**config.mk**
```make
export PLATFORM = sky130hd
export DESIGN_NAME = spi_command_frame_parser
export DESIGN_NICKNAME = d
export VERILOG_FILES = /design/src/scfp_pkg.sv /design/src/scfp_cmd_table.sv /design/src/scfp_parser.sv /design/src/spi_command_frame_parser.sv
export SDC_FILE = /design/constraint.sdc
export NUM_CORES = 1
export LEC_CHECK = 0
export ABC_AREA = 0
export CAP_MARGIN = 40
export CELL_PAD_IN_SITES_DETAIL_PLACEMENT = 1
export CELL_PAD_IN_SITES_GLOBAL_PLACEMENT = 1
export CORE_MARGIN = 3
export CORE_UTILIZATION = 51
export DETAILED_ROUTE_END_ITERATION = 16
export DONT_BUFFER_PORTS = 1
export GPL_TIMING_DRIVEN = 0
export PLACE_DENSITY_LB_ADDON = 0.3
export RECOVER_POWER = 100
export SETUP_SLACK_MARGIN = 0.2
export SYNTH_ARGS = -nofsm -noshare
export SYNTH_HDL_FRONTEND = slang
export SYNTH_SLANG_ARGS = --single-unit
```
**constraint.sdc**
```tcl
create_clock -name clk_i -period 6 [get_ports clk_i]
set_input_delay 1.5 -clock clk_i [delete_from_list [all_inputs] [get_ports clk_i]]
set_output_delay 1.5 -clock clk_i [all_outputs]
set_load 0.02 [all_outputs]
```
**src/scfp_pkg.sv**
```systemverilog
// Package for the SPI command frame parser.
// Holds the shared constants, error codes and structs; depends on nothing.
`timescale 1ns / 1ps

package scfp_pkg;

  localparam int unsigned NumEntries = 4;
  localparam int unsigned EntryWidth = 13;
  localparam int unsigned IndexWidth = 2;
  localparam logic [3:0]  MaxParams  = 4'd8;

  typedef enum logic [2:0] {
    ERR_NONE        = 3'd0,
    ERR_UNKNOWN_CMD = 3'd1,
    ERR_MISPLACED   = 3'd2,
    ERR_TOO_MANY    = 3'd3,
    ERR_OVERRUN     = 3'd4,
    ERR_ZERO_PARAM  = 3'd5,
    ERR_DROPPED     = 3'd6
  } err_e;

  typedef struct packed {
    logic                  hit;
    logic [IndexWidth-1:0] hit_idx;
    logic [3:0]            active_count;
  } match_t;

  typedef struct packed {
    logic [1:0]  matched_entry;
    logic        frame_begin;
    logic        param_begin;
    logic [3:0]  param_number;
    logic [15:0] param_size;
    logic [15:0] byte_offset;
    logic [7:0]  payload_byte;
    logic        payload_valid;
    logic        param_finish;
    logic        frame_finish;
    logic [15:0] body_length;
    err_e        error_code;
  } result_t;

endpackage

```
**src/scfp_cmd_table.sv**
```systemverilog
// Command table registers and the parallel command code match.
// Depends on scfp_pkg.
`timescale 1ns / 1ps

module scfp_cmd_table (
  input  logic                           clk_i,
  input  logic                           rst_ni,
  input  logic                           cfg_we_i,
  input  logic [scfp_pkg::IndexWidth-1:0] cfg_index_i,
  input  logic [scfp_pkg::EntryWidth-1:0] cfg_data_i,
  input  logic [7:0]                     rx_byte_i,
  input  logic [scfp_pkg::IndexWidth-1:0] active_entry_i,
  output scfp_pkg::match_t               match_o
);
  import scfp_pkg::*;

  logic [EntryWidth-1:0] entry_q [NumEntries];
  logic [NumEntries-1:0] code_eq;

  always_ff @(posedge clk_i or negedge rst_ni) begin
    if (!rst_ni) begin
      for (int i = 0; i < NumEntries; i++) begin
        entry_q[i] <= '0;
      end
    end else if (cfg_we_i) begin
      entry_q[cfg_index_i] <= cfg_data_i;
    end
  end

  always_comb begin
    for (int i = 0; i < NumEntries; i++) begin
      code_eq[i] = entry_q[i][12] && (entry_q[i][11:4] == rx_byte_i);
    end
  end

  // The lowest-numbered matching entry wins.
  always_comb begin
    match_o.hit = |code_eq;
    match_o.hit_idx = '0;
    for (int i = NumEntries - 1; i >= 0; i--) begin
      if (code_eq[i]) begin
        match_o.hit_idx = IndexWidth'(i);
      end
    end
    match_o.active_count = entry_q[active_entry_i][3:0];
  end

endmodule

```
**src/scfp_parser.sv**
```systemverilog
// Frame parse state and the single-pass step logic for one received byte.
// Depends on scfp_pkg; the command match comes from scfp_cmd_table.
`timescale 1ns / 1ps

module scfp_parser (
  input  logic                            clk_i,
  input  logic                            rst_ni,
  input  logic                            advance_i,
  input  logic [7:0]                      rx_byte_i,
  input  logic                            transfer_start_i,
  input  scfp_pkg::match_t                match_i,
  output logic [scfp_pkg::IndexWidth-1:0] active_entry_o,
  output scfp_pkg::result_t               res_o
);
  import scfp_pkg::*;

  logic        in_body_q, in_body_d;
  logic [1:0]  tpos_q, tpos_d;
  logic        drop_q, drop_d;
  logic [1:0]  active_q, active_d;
  logic [15:0] flen_q, flen_d;
  logic [15:0] bpos_q, bpos_d;
  logic [16:0] brem_q, brem_d;
  logic        in_param_q, in_param_d;
  logic [3:0]  pcd_q, pcd_d;
  logic [15:0] plen_q, plen_d;
  logic        lbp_q, lbp_d;
  logic [15:0] ppos_q, ppos_d;

  logic [1:0]  pos;
  logic        drop;
  logic [15:0] flen_new;
  logic [15:0] plen_new;
  logic [16:0] need;
  logic        clear;
  err_e        err;

  always_comb begin
    in_body_d  = in_body_q;
    drop       = drop_q && !transfer_start_i;
    pos        = transfer_start_i ? 2'd0 : tpos_q;
    tpos_d     = (pos == 2'd3) ? 2'd3 : pos + 2'd1;
    drop_d     = drop;
    active_d   = active_q;
    flen_d     = flen_q;
    bpos_d     = bpos_q;
    brem_d     = brem_q;
    in_param_d = in_param_q;
    pcd_d      = pcd_q;
    plen_d     = plen_q;
    lbp_d      = lbp_q;
    ppos_d     = ppos_q;
    clear      = 1'b0;
    err        = ERR_NONE;
    flen_new   = flen_q | ((pos == 2'd1) ? {rx_byte_i, 8'h00} : {8'h00, rx_byte_i});
    plen_new   = plen_q | {8'h00, rx_byte_i};
    need       = {1'b0, plen_new} + 17'd2;
    res_o      = '0;

    if (drop) begin
      err = ERR_DROPPED;
    end else if (!in_body_q) begin
      if (pos == 2'd0) begin
        if (match_i.hit) begin
          active_d = match_i.hit_idx;
        end else begin
          err = ERR_UNKNOWN_CMD;
        end
        flen_d = '0;
      end else if (pos != 2'd3) begin
        flen_d = flen_new;
        res_o.body_length = flen_new;
        if (pos == 2'd2) begin
          if (flen_new == 16'd0) begin
            res_o.frame_finish = 1'b1;
            clear = 1'b1;
          end else begin
            in_body_d  = 1'b1;
            bpos_d     = '0;
            brem_d     = {1'b0, flen_new};
            in_param_d = 1'b0;
            plen_d     = '0;
            lbp_d      = 1'b0;
            ppos_d     = '0;
          end
        end
      end else begin
        err = ERR_MISPLACED;
      end
    end else begin
      if (pcd_q >= match_i.active_count) begin
        err = ERR_TOO_MANY;
      end else if (!in_param_q) begin
        if (!lbp_q) begin
          plen_d = {rx_byte_i, 8'h00};
          lbp_d  = 1'b1;
        end else begin
          plen_d     = plen_new;
          lbp_d      = 1'b0;
          in_param_d = 1'b1;
          ppos_d     = '0;
          if (plen_new == 16'd0) begin
            err = ERR_ZERO_PARAM;
          end else if (need > brem_q) begin
            err = ERR_OVERRUN;
          end else begin
            brem_d = brem_q - need;
          end
        end
      end else if (pcd_q >= MaxParams) begin
        err = ERR_TOO_MANY;
      end else begin
        res_o.payload_valid = 1'b1;
        res_o.param_begin   = (ppos_q == 16'd0);
        res_o.param_number  = pcd_q;
        res_o.param_size    = plen_q;
        res_o.byte_offset   = ppos_q;
        res_o.payload_byte  = rx_byte_i;
        if ({1'b0, ppos_q} + 17'd1 == {1'b0, plen_q}) begin
          res_o.param_finish = 1'b1;
          pcd_d      = pcd_q + 4'd1;
          in_param_d = 1'b0;
          ppos_d     = '0;
          plen_d     = '0;
          lbp_d      = 1'b0;
        end else begin
          ppos_d = ppos_q + 16'd1;
        end
      end
      if (err == ERR_NONE) begin
        res_o.frame_begin = (bpos_q == 16'd0);
        res_o.body_length = flen_q;
        if ({1'b0, bpos_q} + 17'd1 == {1'b0, flen_q}) begin
          res_o.frame_finish = 1'b1;
          clear = 1'b1;
        end else begin
          bpos_d = bpos_q + 16'd1;
        end
      end
    end

    if (err != ERR_NONE && err != ERR_DROPPED) begin
      clear  = 1'b1;
      drop_d = 1'b1;
    end
    if (err != ERR_NONE) begin
      res_o = '0;
    end
    if (clear) begin
      in_body_d  = 1'b0;
      flen_d     = '0;
      bpos_d     = '0;
      brem_d     = '0;
      in_param_d = 1'b0;
      pcd_d      = '0;
      plen_d     = '0;
      lbp_d      = 1'b0;
      ppos_d     = '0;
    end
    res_o.matched_entry = active_d;
    res_o.error_code    = err;
  end

  always_ff @(posedge clk_i or negedge rst_ni) begin
    if (!rst_ni) begin
      in_body_q  <= 1'b0;
      tpos_q     <= '0;
      drop_q     <= 1'b0;
      active_q   <= '0;
      flen_q     <= '0;
      bpos_q     <= '0;
      brem_q     <= '0;
      in_param_q <= 1'b0;
      pcd_q      <= '0;
      plen_q     <= '0;
      lbp_q      <= 1'b0;
      ppos_q     <= '0;
    end else if (advance_i) begin
      in_body_q  <= in_body_d;
      tpos_q     <= tpos_d;
      drop_q     <= drop_d;
      active_q   <= active_d;
      flen_q     <= flen_d;
      bpos_q     <= bpos_d;
      brem_q     <= brem_d;
      in_param_q <= in_param_d;
      pcd_q      <= pcd_d;
      plen_q     <= plen_d;
      lbp_q      <= lbp_d;
      ppos_q     <= ppos_d;
    end
  end

  assign active_entry_o = active_q;

endmodule

```
**src/spi_command_frame_parser.sv**
```systemverilog
// SPI command frame parser: one result item for every received byte item.
// A byte is first held in the input register; its result is then registered in the result register.
// Throughput: one item per cycle, held up only while the result register is full and stalled.
// Reset clears the command table, the parse state and both pipeline valid bits; no clearing pass.
// Depends on scfp_pkg, scfp_cmd_table and scfp_parser.
`timescale 1ns / 1ps

module spi_command_frame_parser (
  input  logic                            clk_i,
  input  logic                            rst_ni,
  input  logic                            cfg_we_i,
  input  logic [scfp_pkg::IndexWidth-1:0] cfg_index_i,
  input  logic [scfp_pkg::EntryWidth-1:0] cfg_data_i,
  input  logic                            in_valid_i,
  output logic                            in_stall_o,
  input  logic [7:0]                      rx_byte_i,
  input  logic                            transfer_start_i,
  output logic                            out_valid_o,
  input  logic                            out_stall_i,
  output logic [1:0]                      matched_entry_o,
  output logic                            frame_begin_o,
  output logic                            param_begin_o,
  output logic [3:0]                      param_number_o,
  output logic [15:0]                     param_size_o,
  output logic [15:0]                     byte_offset_o,
  output logic [7:0]                      payload_byte_o,
  output logic                            payload_valid_o,
  output logic                            param_finish_o,
  output logic                            frame_finish_o,
  output logic [15:0]                     body_length_o,
  output logic [2:0]                      error_code_o
);
  import scfp_pkg::*;

  logic                  in_valid_q, in_valid_d;
  logic [7:0]            rx_byte_q;
  logic                  start_q;
  logic                  out_valid_q, out_valid_d;
  result_t               res_q;
  result_t               res_d;
  match_t                match;
  logic [IndexWidth-1:0] active_entry;
  logic                  advance;
  logic                  in_load;

  assign advance    = in_valid_q && (!out_valid_q || !out_stall_i);
  assign in_stall_o = in_valid_q && !advance;
  assign in_load    = in_valid_i && !in_stall_o;

  always_comb begin
    in_valid_d = in_valid_q;
    if (in_load) begin
      in_valid_d = 1'b1;
    end else if (advance) begin
      in_valid_d = 1'b0;
    end
    out_valid_d = out_valid_q;
    if (advance) begin
      out_valid_d = 1'b1;
    end else if (!out_stall_i) begin
      out_valid_d = 1'b0;
    end
  end

  always_ff @(posedge clk_i or negedge rst_ni) begin
    if (!rst_ni) begin
      in_valid_q  <= 1'b0;
      out_valid_q <= 1'b0;
    end else begin
      in_valid_q  <= in_valid_d;
      out_valid_q <= out_valid_d;
    end
  end

  always_ff @(posedge clk_i) begin
    if (in_load) begin
      rx_byte_q <= rx_byte_i;
      start_q   <= transfer_start_i;
    end
    if (advance) begin
      res_q <= res_d;
    end
  end

  scfp_cmd_table u_cmd_table (
    .clk_i          (clk_i),
    .rst_ni         (rst_ni),
    .cfg_we_i       (cfg_we_i),
    .cfg_index_i    (cfg_index_i),
    .cfg_data_i     (cfg_data_i),
    .rx_byte_i      (rx_byte_q),
    .active_entry_i (active_entry),
    .match_o        (match)
  );

  scfp_parser u_parser (
    .clk_i            (clk_i),
    .rst_ni           (rst_ni),
    .advance_i        (advance),
    .rx_byte_i        (rx_byte_q),
    .transfer_start_i (start_q),
    .match_i          (match),
    .active_entry_o   (active_entry),
    .res_o            (res_d)
  );

  assign out_valid_o     = out_valid_q;
  assign matched_entry_o = res_q.matched_entry;
  assign frame_begin_o   = res_q.frame_begin;
  assign param_begin_o   = res_q.param_begin;
  assign param_number_o  = res_q.param_number;
  assign param_size_o    = res_q.param_size;
  assign byte_offset_o   = res_q.byte_offset;
  assign payload_byte_o  = res_q.payload_byte;
  assign payload_valid_o = res_q.payload_valid;
  assign param_finish_o  = res_q.param_finish;
  assign frame_finish_o  = res_q.frame_finish;
  assign body_length_o   = res_q.body_length;
  assign error_code_o    = res_q.error_code;

  a_stall_only_when_full: assert property (@(posedge clk_i) disable iff (!rst_ni)
    in_stall_o |-> (in_valid_q && out_valid_q && out_stall_i))
    else $error("Input stalled while the pipeline could move.");

  a_error_clears_events: assert property (@(posedge clk_i) disable iff (!rst_ni)
    (out_valid_o && error_code_o != ERR_NONE) |->
      (!payload_valid_o && !frame_begin_o && !frame_finish_o && body_length_o == 16'd0))
    else $error("Result with an error carries frame or parameter events.");

  a_param_events_need_data: assert property (@(posedge clk_i) disable iff (!rst_ni)
    (out_valid_o && (param_begin_o || param_finish_o)) |-> payload_valid_o)
    else $error("Parameter event on a byte that is not parameter data.");

  a_param_number_bound: assert property (@(posedge clk_i) disable iff (!rst_ni)
    (out_valid_o && payload_valid_o) |-> (param_number_o < MaxParams))
    else $error("Parameter data handed out beyond the parameter limit.");

endmodule

```
Word-level counts from Yosys, hierarchy flattened --
Cells that the tools add are included.
Word-level totals: register bits after elaboration 226, bits of input ports 29, logic and storage cells 250
Cells by class: add/subtract/negate cells 8, magnitude comparators 6, equality and inequality tests 28, mux-type cells 126, bitwise logic cells 7, reduce and logical (&&, ||, !) cells 43
Operator list (number):
- two-way mux 16 bit | 31
- two-way mux 17 bit | 16
- logical NOT 16 bit | 4
- bitwise mux 52 bit | 1
- two-way mux 1 bit | 43
- two-way mux 4 bit | 9
- adder 16 x 1 -> 17 bit, second input constant | 2
- equality test 17 x 16 -> 1 bit | 2
- adder 16 x 1 -> 16 bit, second input constant | 2
- equality test 8 bit | 4
- two-way mux 3 bit | 10
- binary-select mux 13 bit (select 2 bit) | 1
- demux 13 bit (select 2 bit) | 1
- two-way mux 2 bit | 13
- != test 3 bit, second input constant | 8
- AND reduction 9 bit | 2
- adder 16 x 2 -> 17 bit, second input constant | 1
- greater-than comparator 17 bit | 1
- subtractor 17 bit | 1
- bitwise OR 16 bit | 1
- bitwise OR 16 x 8 -> 16 bit | 1
- AND reduction 7 bit | 2
- two-way mux 13 bit | 1
- != test 4 bit, second input constant | 3
- other kinds (28) | 58

Logic depth before layout (Yosys ltp) --
word-level depth 17, mapped depth 21, mapped depth without buffers 18

Cells and area by module --
Synthesis repeated with hierarchy kept, for this count alone.
Unflattened totals: cells, all modules 1245, area, all modules 12857.3 um^2
Modules (own cells, without submodules):
- scfp_parser | times used 1, cells each 988, area an instance 7946.4 um^2, seq. area each 2327.2 um^2
- spi_command_frame_parser | times used 1, cells each 87, area an instance 2464.9 um^2, seq. area each 2422.3 um^2
- scfp_cmd_table | times used 1, cells each 170, area an instance 2446.1 um^2, seq. area each 1301.2 um^2

Worst setup path before layout --
No wires, ideal clock.
path type input port to flip-flop, start input out_stall_i, end register u_parser.bpos_q[10], setup time 82 ps, data arrival time 4732 ps, data required time 5918 ps, slack 1185 ps, stages on the path 8, buffers on the path 2, cell sequence nand2_1 > nand2_1 > clkinv_1 > nand2_1 > clkbuf_1 > clkbuf_1 > a211oi_1 > o22ai_1
On the way: longest elaborated chain between the ends 4
Ends and longest elaborated chain:
- start: declaration | line spi_command_frame_parser.sv:19 | input logic out_stall_i,
- logical NOT 1 bit
- logical OR 1 bit | line spi_command_frame_parser.sv:46 | assign advance = in_valid_q && (!out_valid_q || !out_stall_i);
- logical AND 1 bit | line spi_command_frame_parser.sv:46
- via advance | line spi_command_frame_parser.sv:43 | logic advance;
- AND reduction 8 bit (no source line)
- end signal: assignment | line scfp_parser.sv:184 | bpos_q <= bpos_d;
- end: declaration | line scfp_parser.sv:22 | logic [15:0] bpos_q, bpos_d;
The timed path passes the listed nets, and every way through them passes these cells. A chain may end at the register's enable or synchronous reset.

Final worst setup path --
start register rx_byte_q[1], end register res_q (netlist bit param_size_o[4]) (data pin)
On the way: longest elaborated chain between the ends 14, elaborated cells between the ends (all ways) 26
Ends and longest elaborated chain:
- start: declaration | line spi_command_frame_parser.sv:36 | logic [7:0] rx_byte_q;
- start signal: assignment | line spi_command_frame_parser.sv:77 | rx_byte_q <= rx_byte_i;
- bitwise OR 16 x 8 -> 16 bit | line scfp_parser.sv:56 | plen_new = plen_q | {8'h00, rx_byte_i};
- adder 16 x 2 -> 17 bit | line scfp_parser.sv:57 | need = {1'b0, plen_new} + 17'd2;
- greater-than comparator 17 bit | line scfp_parser.sv:104 | end else if (need > brem_q) begin
- two-way mux 3 bit | line scfp_parser.sv:104
- two-way mux 3 bit | line scfp_parser.sv:102 | if (plen_new == 16'd0) begin
- two-way mux 3 bit | line scfp_parser.sv:94 | if (!lbp_q) begin
- two-way mux 3 bit | line scfp_parser.sv:93 | end else if (!in_param_q) begin
- two-way mux 3 bit | line scfp_parser.sv:91 | if (pcd_q >= match_i.active_count) begin
- two-way mux 3 bit | line scfp_parser.sv:62 | end else if (!in_body_q) begin
- two-way mux 3 bit | line scfp_parser.sv:60 | if (drop) begin
- two-way mux 3 bit * | line scfp_parser.sv:62
- two-way mux 3 bit * | line scfp_parser.sv:60
- nonzero test 3 bit * | line scfp_parser.sv:146 | if (err != ERR_NONE) begin
- OR reduction 6 bit (no source line) *
- end signal: assignment | line spi_command_frame_parser.sv:81 | res_q <= res_d;
- end: declaration | line spi_command_frame_parser.sv:39 | result_t res_q;
Every way passes the cells marked *; elsewhere a longest branch is shown, timed or not. The select of a mux whose other input is x is not followed.

==> results.json <==
{
  "status": "finished with violations",
  "violations": "max-capacitance violations, max-slew violations",
  "avgSynthCellArea_um2": 10.4,
  "yosys_warnings": 0,
  "grt_pass1_wl_mm": 64.2,
  "first_pass_iters": 5,
  "comb_power_share_pct": 35.2,
  "die_w_um": 165,
  "dieArea_mm2": 0.0273,
  "place_congestion": 0.967,
  "path_class": "flop to flop",
  "end_kind": "flop",
  "drive_gt1_share_pct": 12.4,
  "post_drt_wl_per_cell_um": 25.7,
  "synthCells": 1242,
  "crit_top_cell": "nor2_1",
  "diodes": 0,
  "syn-cell-area_mm2": 0.0129,
  "final_core_util_pct": 57.5,
  "grt_use_met1_pct": 40.1,
  "grt_use_met2_pct": 50.8,
  "ant_nets": 0,
  "total_leakage_power_nw": 5.49,
  "synth-async-reset-ratio_pct": 65.0,
  "slew_violations": 37,
  "cpPeakStageDelay_ns": 0.72,
  "crit_chain": "clkbuf_2, nor2_1, inv_1, ha_1, o221ai_1, nor3_1, o21ai_1, nor2_1, xnor2_1, ha_1, and3_1, o21a_1, o21a_1, o31a_1, o21ai_0, a211o_1, buf_2, nor2_1, clkbuf_1, and2_1",
  "syn_nets": 1300,
  "synth_cell_types": 91,
  "required_ns": 6.41,
  "io_pins": 101,
  "nets": 1331,
  "synth_top_area_cell": "dfrtp_1",
  "syn2layout_area_growth_pct": 9.39,
  "yosys_register_bits": 226,
  "cts_num_sinks": 226,
  "cts_hold_buf": 0,
  "layout.cells.non_filler": 1615,
  "start_kind": "flop",
  "p_clk_share_pct": 27.2,
  "cts_made_buffers": 25,
  "routed_wl_mm": 41.6,
  "worstPathMaxFanout": 10,
  "start_util_pct": 52.5,
  "p_switching_w": 0.00210,
  "intPower_w": 0.00349,
  "fp.coreArea_mm2": 0.0246,
  "synth_top_area_share_pct": 28.5,
  "hp-class": "flop to flop",
  "synth_edf_count": 79,
  "ys_seq_area_share_pct": 46.8,
  "drc": 0,
  "dieHeight_um": 165,
  "grt_usage_pct": 30.5,
  "synth_ff_type": "dfrtp_1",
  "fin_crit_ns": 5.72,
  "clock_latency_ns": 0.55,
  "n_fill_cell": 2678,
  "finalSetupTns_ns": 0,
  "cp_data_arrival_time_ns": 6.13,
  "multi_input_area_mm2": 0.00626,
  "synthTopCellsByArea": "dfrtp_1 28%, edfxtp_1 18%, mux2_2 5.5%",
  "irDropWorstVdd_uv": 283,
  "fp-row-count": 57,
  "cts_tree": "done",
  "period_share_pct": 95.3,
  "setup_violations": 0,
  "cts_root_buffer": "clkbuf_16",
  "final-seq-area_mm2": 0.00605,
  "top_usage_layer": "met2",
  "dr.first_iter.drc_count": 1011,
  "htreeDepth": 1,
  "io_buffer_count": 0,
  "hold_viol_final": 0,
  "slowest_stage": "nor2_1",
  "relSlewSlack_pct": -27.7,
  "viasPerCell": 6.56,
  "antenna_found_initial": 0,
  "overflow": 0,
  "cellPowerDensity_mw_per_mm2": 396,
  "grt_use_met3_pct": 6.14,
  "clk_transition_reported_paths_ns": 0.06,
  "grt_setup_unrepaired": "yes",
  "timing.fmax_mhz": 175,
  "drv_cap": 1,
  "grt_max_degree": 148,
  "finClkSkew_ns": 0.0152,
  "seq_power_share_pct": 37.6,
  "dp_hpwl_mm": 29.9,
  "dp_cells": 1569,
  "first_global_vias": 11100,
  "worstMarginPinSlew_ns": 1.90,
  "vias": 10600,
  "swShare_pct": 37.6,
  "clockBufferDepth": 3
}
## area by class of cell
type / count / share of cell area (%)
buffer: 93 / 2.95
clock inverter: 8 / 0.469
sequential: 226 / 42.8
clock buffer: 37 / 5.18
tap: 324 / 2.87
inverter: 46 / 1.23
multi-input combinational: 877 / 44.3
timing repair buffer: 4 / 0.257
## logic make-up after synthesis
logic type / synth area share (%)
AND/OR/NAND/NOR: 17.0
AO/OA/AOI/OAI: 15.5
flip-flops: 46.8
buffers and inverters: 4.53
XOR/XNOR: 5.96
multiplexers: 7.35
adder cells (fa/ha/maj): 2.87
other: 0.0290
## layout by cell type, fill, tap and decap left out, types with 7 or more instances in the layout
cell type  count
dfrtp_1      147
nor2_1        89
edfxtp_1      79
clkbuf_1      70
nand2_1       67
mux2_2        61
xnor2_1       49
inv_1         45
a21oi_1       42
a211oi_1      42
xor2_1        39
nor3_1        38
nand3_1       33
o21ai_0       33
ha_1          28
clkbuf_16     26
nor4_1        25
nand4_1       24
and2_1        24
and2_0        22
buf_2         16
or3_1         16
a22oi_1       16
a31oi_1       14
a32o_1        14
o22ai_1       13
and3_1        12
nand2b_1      12
o31ai_1       12
and4_1        12
clkbuf_2       9
mux2_1         9
o21a_1         8
a21o_1         8
nor2b_1        7
a211o_1        7
a32oi_1        7
## flip-flops by register name, indices dropped and copies added, names as in the netlist, 8 cells and up
register	flops
payload_byte_o	8
u_parser.flen_q	16
u_parser.plen_q	16
u_parser.ppos_q	16
byte_offset_o	16
u_cmd_table.entry_q	52
param_size_o	16
rx_byte_q	8
body_length_o	16
u_parser.bpos_q	16
u_parser.brem_q	17
## per-layer routing
metal / up-vias / part of all wire (%)
met4: 0 / 3.6
met5: - / 0
met1: 5360 / 41
met3: 108 / 7.3
li1: 4667 / -
met2: 453 / 48
## path summary, 6_finish.rpt
kind | endpoint | slack, ns | from | cells after the start
setup / recovery | param_size_o[4] | 0.28 | rx_byte_q[1] | 20
hold / removal | u_parser.brem_q[10] | 0.50 | u_parser.brem_q[10] | 1
setup reg to reg | param_size_o[4] | 0.28 | rx_byte_q[1] | 20
hold reg to reg | u_parser.brem_q[10] | 0.50 | u_parser.brem_q[10] | 1
max in group asynchronous | u_parser.tpos_q[0] | 5.02 | rst_ni | 0
min in group asynchronous | u_parser.ppos_q[14] | 0.66 | rst_ni | 0
## critical path, delay by kind of cell, from the launching register on
| kind | cells | cell delay, ns |
|---|---|---|
| fa+ha+maj | 2 | 0.60 |
| xor+xnor | 1 | 0.10 |
| flops | 1 | 0.33 |
| buf+inv | 4 | 1.14 |
| simple gates | 6 | 1.88 |
| compound gates | 7 | 1.51 |
## repair_timing
item | 4_1_cts | 5_1_grt
setup endpoints to repair | 87 | 82
buffers inserted | 0 | 1
pin swaps | 0 | 2
resized for setup | 6 | 10
endpoints found under the hold margin | 0 | 0
## cell usage after synthesis (all sizes together), types with 7 or more instances
library cell  number
a22oi             16
a32o              14
nand3             34
nor3              38
xor2              39
and4              12
nor2b              7
o21a               8
and2              46
ha                28
o31ai             12
a21oi             43
and3              13
a211oi            43
clkbuf            64
nor4              27
nand2             68
or3               16
nand4             26
xnor2             49
inv               45
mux2              71
nor2              89
a21o               8
o22ai             13
buf               29
o21ai             36
a211o              7
a31oi             15
dfrtp            147
a32oi              7
nand2b            12
edfxtp            79
## stage by stage
step / instance area [µm²] / hold WS [ns] / setup slack, ns / power (W)
global route: 14100 / 0.510 / 0.0960 / 0.00584
floorplan: 12900 / 0.457 / 1.19 / 0.00348
global placement: 13300 / 0.482 / -0.488 / 0.00393
CTS: 14200 / 0.500 / 0.246 / 0.00558
finish: 14100 / 0.496 / 0.281 / 0.00559
detailed placement: 13400 / 0.488 / -0.303 / 0.00404
## power groups by stage
stage	Combinational (W)	Clock, W	Sequential (W)
2_1_floorplan	0.00145	0	0.00203
3_3_place_gp	0.00183	0	0.00210
3_5_place_dp	0.00192	0	0.00212
4_1_cts	0.00195	0.00154	0.00209
5_1_grt	0.00212	0.00159	0.00212
6_report	0.00197	0.00152	0.00210
(Power assumes the default switching activity.)
